[src/rtl/hcb_ram.sv]
`timescale 1ns / 1ps
// ----------------------------------------------------------------------------
// hcb_ram
// Generic single-write, single-read RAM with registered read data.
// ----------------------------------------------------------------------------
module hcb_ram #(
  parameter int WIDTH = 8,
  parameter int DEPTH = 256
) (
  input  logic                     clk,
  input  logic                     we,
  input  logic [$clog2(DEPTH)-1:0] waddr,
  input  logic [WIDTH-1:0]         wdata,
  input  logic                     re,
  input  logic [$clog2(DEPTH)-1:0] raddr,
  output logic [WIDTH-1:0]         rdata
);

  logic [WIDTH-1:0] mem_r [DEPTH];
  logic [WIDTH-1:0] rdata_r;

  always_ff @(posedge clk) begin
    if (we) begin
      mem_r[waddr] <= wdata;
    end
    if (re) begin
      rdata_r <= mem_r[raddr];
    end
  end

  assign rdata = rdata_r;

endmodule

[config.mk]
export PLATFORM = sky130hd
export DESIGN_NAME = hcb_ram
export DESIGN_NICKNAME = d
export VERILOG_FILES = /design/src/rtl/hcb_ram.sv
export SDC_FILE = /design/constraint.sdc
export NUM_CORES = 2
export LEC_CHECK = 0
export BUFFER_PORTS_ARGS = -buffer_cell sky130_fd_sc_hd__buf_2
export CORE_MARGIN = 4
export CORE_UTILIZATION = 60
export CTS_CLUSTER_DIAMETER = 40
export DETAILED_ROUTE_END_ITERATION = 8
export GPL_ROUTABILITY_DRIVEN = 1
export PLACE_DENSITY = 0.77
export SLEW_MARGIN = 40
export SYNTH_ARGS = -nofsm -noshare
export SYNTH_HDL_FRONTEND = slang
export SYNTH_SLANG_ARGS = --single-unit
export TNS_END_PERCENT = 50
[constraint.sdc]
create_clock -name clk -period 5.39 [get_ports clk]
set_input_delay 0.2695 -clock clk [delete_from_list [all_inputs] [get_ports clk]]
set_output_delay 0.2695 -clock clk [all_outputs]
set_load 0.1 [all_outputs]
[After elaboration in Yosys (flattened, before gate mapping)]
Memory sizes are Yosys's and may differ from the RTL's. A register that Yosys moved wholly into a read port is not among the register bits.
Index checks and enable logic that the tools add are counted.
Cells by class
  multiplexer cells: 2
Operators by type and width (number)
  two-way mux 1 bit: 2
Storage, ports and cells
  bits in writable memories: 2048
  output and inout bits: 8
  flip-flop bits (word level): 0
  input bits: 27
  logic and storage cells: 3
  memories: 1
Memories
  mem_r: depth 256, width 8, rd ports 1, clocked after Yosys merged registers in 1, wr ports 1, line 19  | logic [WIDTH-1:0] mem_r [DEPTH];

[Logic depth before layout (Yosys ltp)]
  word-level depth: 2
  depth in mapped cells: 11
  gate-level depth less buffers: 6

[Least setup slack after synthesis]
No wires, ideal clock.
  path type: in2reg
  start: in raddr[0]
  end: reg rdata_r[2], in the netlist rdata[2] (read register of mem_r), data pin
  required time: 5.121 ns
  setup time: 0.269 ns
  cell stages on the path: 9
  setup slack: 3.044 ns
  arrival: 2.077 ns
  cell sequence: buf_6 > buf_12 > buf_8 > buf_2 > mux4_2 > a22oi_1 > a21oi_1 > nor4_1 > nor4_2
RTL lines
  start: declaration: line 15  | input logic [$clog2(DEPTH)-1:0] raddr,
  end: declaration: line 20  | logic [WIDTH-1:0] rdata_r;

==> reports/qor.yml <==
max_cap_violations: 0
synth_common_cells: "sky130_fd_sc_hd__edfxtp_1, sky130_fd_sc_hd__mux4_2, sky130_fd_sc_hd__nor2_1"
endpoint_kind: "flip-flop"
status: "complete, no violations"
grt_start_max_net_pins: 173
clock-skew-final_ps: 54.8
ioPinCount: 35
drcViolationCount: 0
synth.net_count: 3760
tritoncts: "done"
final_antenna_net_count: 0
arrival_ps: 3850
cellPowerDensity_nw_per_um2: 380
pre_repair_dr_iteration_count: 6
detailedRoute.firstIterationViolations: 6078
cp-start-kind: "input port"
path_clk_slew_ps: 60
cts_made_buffers: 215
detailed_routed_wire_length_on_met3_mm: 22.0
vias_per_cell: 6.93
count_of_cell_types_in_the_netlist: 54
row_count: 133
numClockSinks: 2056
highest_layer: "met4"
routedWlPerCell_um: 33.8
post_synth_inst_count: 3733
crit_required_ps: 5940
worst_hold_path_type: "in -> reg"
report.final.slew_viol_count: 0
ir_worst_vdd_uv: 348
detail_route.wirelength.met1_mm: 70.8
synth.most_common_cell: "sky130_fd_sc_hd__edfxtp_1"
initial_antenna_violation_count: 8
power.leakage_nw: 27.5
fp.dieW_um: 372
synth_top_area_cell: "sky130_fd_sc_hd__edfxtp_1"
synth.avg_cell_area_um2: 21.3
synth_edf_count: 2056
final_period_util_pct: 61.1
core_region_area_um2: 132000
synth_top_area_share_pct: 77.5
synth_flop_cell: "sky130_fd_sc_hd__edfxtp_1"
detailroute.via_count: 40321
initial_core_util_pct: 60.5
cts_max_path_buffers: 3
cts_repair_resize_count: 0
tightest_slew_ps: 914
final.setup.tns_ps: 0
seq_area_frac_synth_pct: 77.5
h-tree-depth: 4
max_slew_margin_pct: 39.1
wl_met2_mm: 94.4
area_of_the_die_um2: 139000
die_y_um: 372
buffer_ports.inserted: 34
hold_slack_ps: 19.8
finalHoldViolCount: 0
timing.setup.critical_path_class: "in -> reg"
synth_warnings: 0
wirelength_mm: 196
timing.final.crit_period_ps: 3290
netlist_top_cells_area: "sky130_fd_sc_hd__edfxtp_1, sky130_fd_sc_hd__mux4_2, sky130_fd_sc_hd__mux2i_1"
routability_driven_placement_congestion_ratio: 0.839
final_critical_path_setup_slack_ps: 2100
grt_overflow: 0
dpl_worst_slack_ps: 1450
final_layout_size_suffix_gt1_share_pct: 26.5
synth.ff_latch_count: 2056
rsz_0062_raised_after_global_routing: "false"
synthToLayoutAreaGrowth_pct: 12.2
synthArstFlopShare_pct: 0
track_usage_pct: 28.8
maximum_clock_frequency_mhz: 304
worst-path-max-fanout: 48
cts_setup_buffers: 0
timing.final.setup_violations: 0
grt_pass1_vias: 40029
totalPowerFinal_mw: 33.9
hpwl_mm: 113
clock_latency_ps: 840
grt_pass1_wl_mm: 284
finalNetCount: 3895
syn_area_um2: 79600
clockRootBuffer: "sky130_fd_sc_hd__clkbuf_16"
## power breakdown
part	switching, mW	internal, mW
combinational	1.10	0.543
sequential	0.0224	17.6
clock	6.35	8.26
total	7.47	26.4
## path summary, 6_finish.rpt
check,from,endpoint,slack (ps),cells past startpoint
worst max-delay path,raddr[0],rdata[5],2100,9
worst min-delay path,wdata[2],mem_r[75][2],20,1
worst max register to register,mem_r[80][5],rdata[5],2250,6
worst min register to register,mem_r[102][7],rdata[7],1110,5
## flip-flops by register name, indices dropped and copies added, names as in the netlist
register / count
mem_r: 2048
rdata: 8
## cell usage in the layout (no fill, tap or decap), types with 39 or more instances in the layout
cell,n
sky130_fd_sc_hd__edfxtp_1,2056
sky130_fd_sc_hd__mux2i_1,134
sky130_fd_sc_hd__nor2_2,103
sky130_fd_sc_hd__o221ai_1,46
sky130_fd_sc_hd__a21oi_1,95
sky130_fd_sc_hd__buf_4,87
sky130_fd_sc_hd__a22oi_1,133
sky130_fd_sc_hd__nor2_1,176
sky130_fd_sc_hd__clkbuf_1,39
sky130_fd_sc_hd__clkbuf_16,215
sky130_fd_sc_hd__mux4_2,454
## critical path, cell delays in order
cell and delay [ps]:
sky130_fd_sc_hd__buf_8 450, sky130_fd_sc_hd__buf_12 300, sky130_fd_sc_hd__buf_12 250, sky130_fd_sc_hd__mux4_2 540, sky130_fd_sc_hd__a22o_1 270, sky130_fd_sc_hd__a221oi_1 650, sky130_fd_sc_hd__o32ai_1 210, sky130_fd_sc_hd__nor3_1 660
sky130_fd_sc_hd__nor4_1 160
## metrics by stage
step / util, % / instances / instance area, µm²
global placement: 62.1 / 5392 / 81700
global route: 67.9 / 5805 / 89300
floorplan: - / 3733 / 79600
CTS: 67.6 / 5793 / 89000
detailed placement: 62.2 / 5395 / 81900
finish: 67.9 / 5815 / 89400
## area by class of cell
class	instances	area (µm²)
repair buffers	151	1480
clock inverters	143	1530
clock buffers	254	5530
fillers	7753	42300
inverters	2	7.51
flip-flops and latches	2056	61700
well taps	1755	2200
multi-input cells	1442	16900
diodes	12	30.0
## cells by family (layout without fill, tap and decap cells)
family | count (synthesis) | count (layout) | synth area share [%]
flops | 2056 | 2056 | 77.5
simple gates | 466 | 466 | 2.63
other cells | 0 | 12 | 0
buf+inv | 235 | 550 | 1.83
mux | 591 | 591 | 14.6
compound gates | 385 | 385 | 3.42
## per-layer routing
layer  global-route usage, %  up-vias
met4                    12.6        0
met2                    44.1     2866
met5                       0        -
li1                        -    16030
met1                    40.9    20929
met3                    5.92      496
## what timing repair did
| action | CTS | global route |
|---|---|---|
| hold endpoints to repair | 8 | 162 |
| setup endpoints to repair | 0 | 0 |
| hold buffers | 1 | 3 |
Power figures use the tool's default switching activity.
